===== src/rtl/deq_pkg.sv =====
`timescale 1ns / 1ps

package deq_pkg;

   // Storage geometry
   localparam int DEPTH_DEFAULT = 8;
   localparam int DATA_WIDTH    = 32;
   localparam int COUNT_OUT_W   = 4;

   typedef logic signed [DATA_WIDTH-1:0] word_type;
   typedef logic [COUNT_OUT_W-1:0]       count_out_type;

   // Request operation codes
   typedef enum logic [2:0] {
      OP_PUSH_FRONT = 3'd0,
      OP_PUSH_BACK  = 3'd1,
      OP_POP_FRONT  = 3'd2,
      OP_POP_BACK   = 3'd3,
      OP_PEEK_FRONT = 3'd4,
      OP_PEEK_BACK  = 3'd5
   } op_type;

   // Response status codes
   typedef enum logic [1:0] {
      ST_OK        = 2'd0,
      ST_OVERFLOW  = 2'd1,
      ST_UNDERFLOW = 2'd2
   } status_type;

   // Word returned on underflow
   localparam word_type EMPTY_WORD = '1;

endpackage


===== src/rtl/deq_ram.sv =====
`timescale 1ns / 1ps

module deq_ram #(
   parameter int DEPTH = deq_pkg::DEPTH_DEFAULT
) (
   input  logic                       clock,
   input  logic                       wr_en,
   input  logic [$clog2(DEPTH)-1:0]   wr_addr,
   input  deq_pkg::word_type          wr_data,
   input  logic                       rd_en,
   input  logic [$clog2(DEPTH)-1:0]   rd_addr,
   output deq_pkg::word_type          rd_data
);
   import deq_pkg::*;

   word_type mem [DEPTH];
   word_type rd_data_ff;

   // One write port, one registered read port
   always_ff @(posedge clock) begin
      if (wr_en) begin
         mem[wr_addr] <= wr_data;
      end
      if (rd_en) begin
         rd_data_ff <= mem[rd_addr];
      end
   end

   assign rd_data = rd_data_ff;

endmodule


===== src/rtl/double_ended_queue.sv =====
`timescale 1ns / 1ps
// Bounded double-ended queue held in a circular buffer of DEPTH words.
// The response strobe rises in the cycle after the request is taken.
// One request per clock; the slot RAM read of a pop or peek
// lands in its output register along with the strobe, and head/count update at accept.
// Reset (synchronous, active high) empties the queue; the slot RAM is not cleared.
// The receiver cannot stall: each response is valid for exactly one cycle.
module double_ended_queue #(
   parameter int DEPTH = deq_pkg::DEPTH_DEFAULT
) (
   input  logic                    clock,
   input  logic                    reset,
   input  logic                    start,
   output logic                    busy,
   input  logic [2:0]              req_operation,
   input  deq_pkg::word_type       req_push_value,
   output logic                    rsp_valid,
   output deq_pkg::word_type       rsp_data_out,
   output logic [1:0]              rsp_status,
   output deq_pkg::count_out_type  rsp_fill_count_out,
   output logic                    rsp_is_empty_flag,
   output logic                    rsp_is_full_flag
);
   import deq_pkg::*;

   localparam int IdxW = $clog2(DEPTH);
   localparam int CntW = $clog2(DEPTH + 1);
   localparam int SumW = IdxW + 1;

   logic [IdxW-1:0] head_ff, head_in;
   logic [CntW-1:0] count_ff, count_in;

   logic            rsp_valid_ff;
   word_type        rsp_data_ff, rsp_data_in;
   status_type      rsp_status_ff, rsp_status_in;
   logic            rsp_from_mem_ff, rsp_from_mem_in;

   logic            accept;
   logic            q_empty, q_full;
   logic [IdxW-1:0] head_prev, head_next, back_slot, tail_slot;
   logic [SumW-1:0] back_sum, tail_sum;
   logic            wr_en, rd_en;
   logic [IdxW-1:0] wr_addr, rd_addr;
   word_type        rd_data;
   logic [CntW+COUNT_OUT_W-1:0] count_wide;

   // Never stalls: every request completes its state update at accept
   assign busy   = 1'b0;
   assign accept = start && !busy;

   assign q_empty = (count_ff == '0);
   assign q_full  = (count_ff == CntW'(DEPTH));

   // Circular index arithmetic
   assign head_prev = (head_ff == '0) ? IdxW'(DEPTH - 1) : head_ff - 1'b1;
   assign head_next = (head_ff == IdxW'(DEPTH - 1)) ? '0 : head_ff + 1'b1;
   assign back_sum  = SumW'(head_ff) + SumW'(count_ff);
   assign tail_sum  = SumW'(head_ff) + SumW'(count_ff) - 1'b1;
   assign back_slot = (back_sum >= SumW'(DEPTH)) ? IdxW'(back_sum - SumW'(DEPTH))
                                                 : IdxW'(back_sum);
   assign tail_slot = (tail_sum >= SumW'(DEPTH)) ? IdxW'(tail_sum - SumW'(DEPTH))
                                                 : IdxW'(tail_sum);

   // Request decode: pointer updates, RAM access, response fields
   always_comb begin
      head_in         = head_ff;
      count_in        = count_ff;
      wr_en           = 1'b0;
      wr_addr         = back_slot;
      rd_en           = 1'b0;
      rd_addr         = head_ff;
      rsp_data_in     = '0;
      rsp_status_in   = ST_OK;
      rsp_from_mem_in = 1'b0;
      if (accept) begin
         case (req_operation)
            OP_PUSH_FRONT: begin
               if (q_full) begin
                  rsp_status_in = ST_OVERFLOW;
               end else begin
                  head_in  = head_prev;
                  count_in = count_ff + 1'b1;
                  wr_en    = 1'b1;
                  wr_addr  = head_prev;
               end
            end
            OP_PUSH_BACK: begin
               if (q_full) begin
                  rsp_status_in = ST_OVERFLOW;
               end else begin
                  count_in = count_ff + 1'b1;
                  wr_en    = 1'b1;
                  wr_addr  = back_slot;
               end
            end
            OP_POP_FRONT, OP_PEEK_FRONT: begin
               if (q_empty) begin
                  rsp_status_in = ST_UNDERFLOW;
                  rsp_data_in   = EMPTY_WORD;
               end else begin
                  rd_en           = 1'b1;
                  rd_addr         = head_ff;
                  rsp_from_mem_in = 1'b1;
                  if (req_operation == OP_POP_FRONT) begin
                     head_in  = head_next;
                     count_in = count_ff - 1'b1;
                  end
               end
            end
            OP_POP_BACK, OP_PEEK_BACK: begin
               if (q_empty) begin
                  rsp_status_in = ST_UNDERFLOW;
                  rsp_data_in   = EMPTY_WORD;
               end else begin
                  rd_en           = 1'b1;
                  rd_addr         = tail_slot;
                  rsp_from_mem_in = 1'b1;
                  if (req_operation == OP_POP_BACK) begin
                     count_in = count_ff - 1'b1;
                  end
               end
            end
            default: begin
               // unused codes: no change, report current state
            end
         endcase
      end
   end

   // Pointer and strobe registers
   always_ff @(posedge clock) begin
      if (reset) begin
         head_ff      <= '0;
         count_ff     <= '0;
         rsp_valid_ff <= 1'b0;
      end else begin
         head_ff      <= head_in;
         count_ff     <= count_in;
         rsp_valid_ff <= accept;
      end
   end

   // Response payload
   always_ff @(posedge clock) begin
      rsp_data_ff     <= rsp_data_in;
      rsp_status_ff   <= rsp_status_in;
      rsp_from_mem_ff <= rsp_from_mem_in;
   end

   deq_ram #(
      .DEPTH (DEPTH)
   ) u_ram (
      .clock   (clock),
      .wr_en   (wr_en),
      .wr_addr (wr_addr),
      .wr_data (req_push_value),
      .rd_en   (rd_en),
      .rd_addr (rd_addr),
      .rd_data (rd_data)
   );

   // Count and flags follow the updated state, visible with the strobe
   assign count_wide = {{COUNT_OUT_W{1'b0}}, count_ff};

   assign rsp_valid          = rsp_valid_ff;
   assign rsp_data_out       = rsp_from_mem_ff ? rd_data : rsp_data_ff;
   assign rsp_status         = rsp_status_ff;
   assign rsp_fill_count_out = count_wide[COUNT_OUT_W-1:0];
   assign rsp_is_empty_flag  = q_empty;
   assign rsp_is_full_flag   = q_full;

endmodule

===== config.mk =====
export PLATFORM = sky130hd
export DESIGN_NAME = double_ended_queue
export DESIGN_NICKNAME = d
export VERILOG_FILES = /design/src/rtl/deq_pkg.sv /design/src/rtl/deq_ram.sv /design/src/rtl/double_ended_queue.sv
export SDC_FILE = /design/constraint.sdc
export NUM_CORES = 1
export LEC_CHECK = 0
export BUFFER_PORTS_ARGS = -buffer_cell sky130_fd_sc_hd__buf_2
export CORE_UTILIZATION = 35
export CTS_BUF_LIST = sky130_fd_sc_hd__clkbuf_8
export DETAILED_ROUTE_END_ITERATION = 8
export MAX_ROUTING_LAYER = met4
export PLACE_DENSITY = 0.53
export SLEW_MARGIN = 5
export SYNTH_ARGS = -nofsm -noshare
export SYNTH_HDL_FRONTEND = slang
export SYNTH_SLANG_ARGS = --single-unit

===== constraint.sdc =====
create_clock -name clock -period 3.6 [get_ports clock]
set_input_delay 0.18 -clock clock [delete_from_list [all_inputs] [get_ports clock]]
set_output_delay 0.18 -clock clock [all_outputs]
set_load 0.05 [all_outputs]

==> impl_metrics.tcl, run 1 <==
set metrics [dict create \
    min_path_type "primary input to flop" \
    totalPowerFinal_mw 7.51 \
    cts_setup_buffers 0 \
    final.setup.tns_ns 0 \
    antenna_found_initial 0 \
    die_area_mm2 0.0351 \
    synthDistinctLibCells 42 \
    grt-ovfl-total 0 \
    synth_area_mm2 0.0120 \
    power_density_mw_per_mm2 520 \
    ys_seq_area_share_pct 74.0 \
    synthMuxAreaShare_pct 17.2 \
    clk_pin_slew_worst_paths_ns 0.06 \
    synthSimpleGateAreaFrac_pct 4.01 \
    drt_iter0_drc 374 \
    period_share_pct 92.6 \
    syn_to_final_growth_pct 20.1 \
    num_vias 5939 \
    die_w_um 187 \
    drt_wl_total_um 25200 \
    finalNetCount 789 \
    synth_nets 630 \
    crit_required_ns 3.89 \
    synth_top_flop_cell "edfxtp_1" \
    peakVddDrop_v 0.000225 \
    cts_tree "done" \
    portBuffers 78 \
    dp_hpwl_um 13400 \
    slew_violations 0 \
    htree_levels 2 \
    drtPass1Iterations 4 \
    gp_congestion 0.759 \
    clk_latency_ns 0.56 \
    synth_compound_area_share_pct 1.04 \
    worst_setup_path_start_kind "flop" \
    maxCapViolCount 0 \
    track_usage_pct 15.2 \
    syn_inst 582 \
    viasPerCell 4.84 \
    yosysWarnings 0 \
    syn_avg_cell_area_um2 20.6 \
    grt_pass1_wl_um 38600 \
    critical_path_class "flop to flop" \
    yosys.area_share.adder_pct 1.17 \
    synth_edf_count 288 \
    ioPinCount 80 \
    cts_root_buffer "clkbuf_8" \
    worstSetupEndpointType "flop" \
    cts_made_buffers 48 \
    synth_xor_area_share_pct 0.927 \
    fmax_ghz 0.300 \
    finClkSkew_ns 0.0282 \
    hold_viol_final 0 \
    post_drt_wl_per_cell_um 20.6 \
    drcViolationCount 0 \
    fp.coreArea_mm2 0.0336 \
    synth_top_family_by_area "multiplexers" \
    ys_ff_latch 300 \
    grt_pass1_vias 6457 \
    fin_crit_ns 3.33 \
    rsz0062_at_grt "false" \
    power_leakage_nw 5.11 \
    grt_max_degree 47 \
    die_h_um 187 \
    clock-sinks 300 \
    row_count 67 \
    cts.path.max_buffers 3 \
    ant_nets 0 \
    slew_headroom_pct 40.0 \
    setup_violations 0 \
    async_flop_share_pct 0 \
    drive_above_1_share_pct 28.8 \
    cp_max_fo 9 \
    tightest_slew_ns 0.875 \
    arrival_ns 3.62 \
    outcome "complete, no violations" \
    fillers 2907 \
    start_util_pct 35.7 \
    diodes 0 \
]
[power by group]
| group | internal, mW | switching, mW | leakage [nW] | total (mW) |
|---|---|---|---|---|
| Combinational | 0.345 | 0.603 | 1.91 | 0.948 |
| Clock | 1.34 | 1.28 | 0.501 | 2.63 |
| Sequential | 3.91 | 0.0239 | 2.70 | 3.93 |
| Total | 5.60 | 1.91 | 5.11 | 7.51 |
[critical path, stage by stage (launching register included)]
cell     delay (ns)
dfxtp_1        0.43
or4_4          0.60
nand4_4        0.17
mux2i_4        0.72
buf_4          0.26
mux4_1         0.61
mux2_2         0.29
[layer usage]
layer / routed length [um] / GRT usage, % / vias up
li1: - / - / 2707
met5: 0 / - / -
met3: 931 / 3.06 / 52
met1: 11000 / 18.3 / 3045
met2: 12800 / 25.5 / 135
met4: 555 / 4.95 / 0
[final cells by class]
| class | count | area (um^2) | share of cell area [%] |
|---|---|---|---|
| sequential | 300 | 8890 | 61.6 |
| multi-input combinational | 250 | 3050 | 21.2 |
| timing repair buffer | 136 | 1040 | 7.20 |
| clock buffer | 49 | 674 | 4.67 |
| tap | 448 | 561 | 3.88 |
| clock inverter | 39 | 196 | 1.36 |
| inverter | 5 | 18.8 | 0.130 |
[final timing paths]
check | startpoint | cells after the start | slack (ns) | to
setup reg to reg | rsp_fill_count_out[1] | 6 | 0.27 | u_ram.rd_data[1]
hold reg to reg | rsp_fill_count_out[3] | 2 | 0.57 | rsp_fill_count_out[3]
hold / removal | req_operation[2] | 3 | 0.1 | rsp_status[0]
setup / recovery | rsp_fill_count_out[1] | 6 | 0.27 | u_ram.rd_data[1]
[synth_stat cells (all sizes together) (3+ instances only)]
master	number	area share [%]
inv	5	0.16
mux2	34	3.2
ha	8	0.83
a21oi	6	0.25
xor2	3	0.38
nor2	21	0.66
nor2b	4	0.21
xnor2	4	0.35
nand2b	3	0.16
buf	10	0.91
o21ai	4	0.17
o41ai	3	0.28
clkbuf	17	0.53
nand2	73	2.3
edfxtp	288	72
mux4	64	14
mux2i	4	0.33
dfxtp	12	2.0
[registers in the layout, indices dropped and copies added (netlist names)]
name                cells
rsp_from_mem_ff         1
rsp_fill_count_out      4
u_ram.rd_data          32
u_ram.mem             256
rsp_valid               1
head_ff                 3
rsp_data_ff             1
rsp_status              2
[layout by cell type, fill, tap and decap left out, types with 4 or more instances in the layout]
master	instances
nor2_1	12
a21oi_1	6
nand2_1	73
mux4_1	55
buf_12	10
dfxtp_1	11
mux4_2	9
inv_1	18
clkinv_1	15
mux2_2	34
nor2_4	9
ha_1	8
clkbuf_8	49
clkinv_2	9
dlygate4sd3_1	35
edfxtp_1	288
buf_2	78
nor2b_1	4
buf_4	13
[logic make-up after synthesis]
family | after synthesis
other | 1
muxes | 102
adders and majority gates | 10
buffers and inverters | 32
xor gates and xnor gates | 8
DFF | 300
and+or+nand+nor | 111
AOI/OAI and AO/OA | 18
[stage by stage]
stage	instance area (um^2)	cells	utilization, %	worst slack [ns]	hold slack [ns]
global placement	13200	1104	39.3	0.303	0.436
global route	14400	1227	42.9	0.190	0.116
detailed placement	13200	1104	39.3	0.272	0.447
CTS	14400	1227	42.9	0.278	0.0727
floorplan	12000	582	-	0.146	0.256
finish	14400	1227	42.9	0.266	0.0991
[what timing repair did]
action,in CTS,in global routing
endpoints found under the hold margin,265,0
hold buffers,35,0
resized for setup,0,0
Note: power is estimated with default switching activity, not from simulation.
==> inputs of run 2 (changes only) <==
Settings changed: PLACE_DENSITY 0.53 to 0.51.
==> run 2 against run 1 <==
Sequential share of layout area shrank 0.39 points. Clock power grew 3%. Design area grew 0.64%. Critical path type unchanged. Global-route usage shrank 0.12 points. Sequential power is essentially flat. Hold slack gained 0.0065 ns. Worst setup slack gained 0.096 ns. Critical endpoint is now u_ram.rd_data[31]. Register-to-register slack gained 0.096 ns. Critical path depth grew 4. Die area is the same. Maximum frequency grew 3.0%. Highest routed layer unchanged. Cell count grew 0.16%.
==> impl_metrics.tcl, run 2 (synthesis results as in run 1) <==
set metrics [dict create \
    dp_hpwl_um 13800 \
    power_density_mw_per_mm2 524 \
    arrival_ns 3.53 \
    netSwitchingFraction_pct 25.8 \
    p_comb_share_pct 12.6 \
    die_area_mm2 0.0351 \
    cts_setup_buffers 0 \
    pre_cts_slack_ns 0.349 \
    num_vias 5978 \
    portBuffers 78 \
    start_util_pct 35.7 \
    track_usage_pct 15.1 \
    clock-sinks 300 \
    die_h_um 187 \
    power_leakage_nw 5.13 \
    tightest_slew_ns 0.900 \
    hold_viol_final 0 \
    drcViolationCount 0 \
    largest_reg_flops 256 \
    cts_root_buffer "clkbuf_8" \
    drt_iter0_drc 285 \
    post_drt_wl_per_cell_um 20.5 \
    grt_max_degree 34 \
    worstSetupEndpointType "flop" \
    totalPowerFinal_mw 7.61 \
    path_delay_family "adder cells" \
    syn_to_final_growth_pct 20.9 \
    drive_above_1_share_pct 29.2 \
    fmax_ghz 0.309 \
    worst_setup_path_start_kind "flop" \
    regArea_mm2 0.00889 \
    row_count 67 \
    p_seq_share_pct 51.7 \
    final_cell_mix "288 x edfxtp_1, 78 x buf_2, 73 x nand2_1, 55 x mux4_1, 50 x clkbuf_8" \
    rsz0062_at_grt "false" \
    clk_latency_ns 0.57 \
    path_buf_inv 2 \
    slew_violations 0 \
    grt_pass1_wl_um 38700 \
    internal_power_mw 5.64 \
    peakVddDrop_v 0.000265 \
    fillers 2959 \
    drtPass1Iterations 4 \
    mostFrequentLayoutCell "edfxtp_1" \
    fp.coreArea_mm2 0.0336 \
    clk_pin_slew_worst_paths_ns 0.06 \
    fin_ws_ns 0.362 \
    clkPwrFrac_pct 35.7 \
    antenna_found_initial 1 \
    maxCapViolCount 0 \
    viasPerCell 4.86 \
    grt_pass1_vias 6403 \
    period_share_pct 89.9 \
    path_cells "ha_1, fa_1, inv_1, ha_1, xor3_1, nand4b_1, xnor2_4, buf_12, mux4_2, mux2_2" \
    ant_nets 0 \
    cp_max_fo 19 \
    htree_levels 2 \
    gp_congestion 0.713 \
    regMostFlops "u_ram.mem" \
    ioPinCount 80 \
    grt-ovfl-total 0 \
    cts.path.max_buffers 3 \
    setup_violations 0 \
    cp_slowest_stage_delay_ns 0.51 \
    drt_wl_total_um 25200 \
    outcome "complete, no violations" \
    crit_required_ns 3.90 \
    slew_headroom_pct 39.3 \
    cp_common_cell "ha_1" \
    switchingPower_mw 1.97 \
    finClkSkew_ns 0.0253 \
    multi_input_area_mm2 0.00305 \
    cts_made_buffers 50 \
    min_path_type "primary input to flop" \
    die_w_um 187 \
    fin_crit_ns 3.24 \
    critical_path_class "flop to flop" \
    finalNetCount 791 \
    cts_tree "done" \
    final.setup.tns_ns 0 \
    crit_path_top_delay_cell "fa_1" \
]
run 2: layer usage:
metal / vias to the layer above / GRT usage (%) / wire length, um
li1: 2719 / - / -
met4: 0 / 3.91 / 471
met3: 45 / 2.72 / 930
met2: 124 / 24.0 / 12000
met5: - / - / 0
met1: 3090 / 19.9 / 11800
run 2: timing repair:
action                    in CTS  in global routing
hold buffers                  35                  0
gates resized for setup        0                  0
hold endpoints to repair     265                  0
run 2: through the flow:
stage | std cells | utilization (%) | area [um^2] | hold WS, ns
after CTS | 1228 | 43.2 | 14500 | 0.0673
after floorplan | 582 | - | 12000 | 0.256
after global placement | 1104 | 39.5 | 13300 | 0.440
after global routing | 1229 | 43.2 | 14500 | 0.115
final | 1229 | 43.2 | 14500 | 0.106
after detailed placement | 1104 | 39.5 | 13300 | 0.459
run 2: path summary, 6_finish.rpt:
path         slack, ns                   from                     to  depth (start not counted)
max               0.36             head_ff[0]      u_ram.rd_data[31]                         10
min               0.11       req_operation[2]          rsp_status[0]                          3
max reg2reg       0.36             head_ff[0]      u_ram.rd_data[31]                         10
min reg2reg       0.57  rsp_fill_count_out[3]  rsp_fill_count_out[3]                          2
run 2: layout make-up:
type,count,share of cell area [%]
Antenna cell,1,0.0172
Clock buffer,50,4.74
Clock inverter,39,1.45
Inverter,5,0.129
Multi-Input combinational cell,250,21.0
Sequential cell,300,61.2
Tap cell,448,3.86
Timing Repair Buffer,136,7.58
run 2: worst min-delay path, cell delays in order:
cell,delay [ns]
buf_2,0.15
nand2b_1,0.20
nor3b_1,0.07
run 2: power by group through the flow:
stage	registers, mW	clock network [mW]	logic, mW
floorplan	4.02	0	0.625
global placement	4.01	0	0.932
detailed placement	4.01	0	0.946
CTS	3.94	2.82	0.979
global route	3.94	2.95	1.03
finish	3.93	2.72	0.959
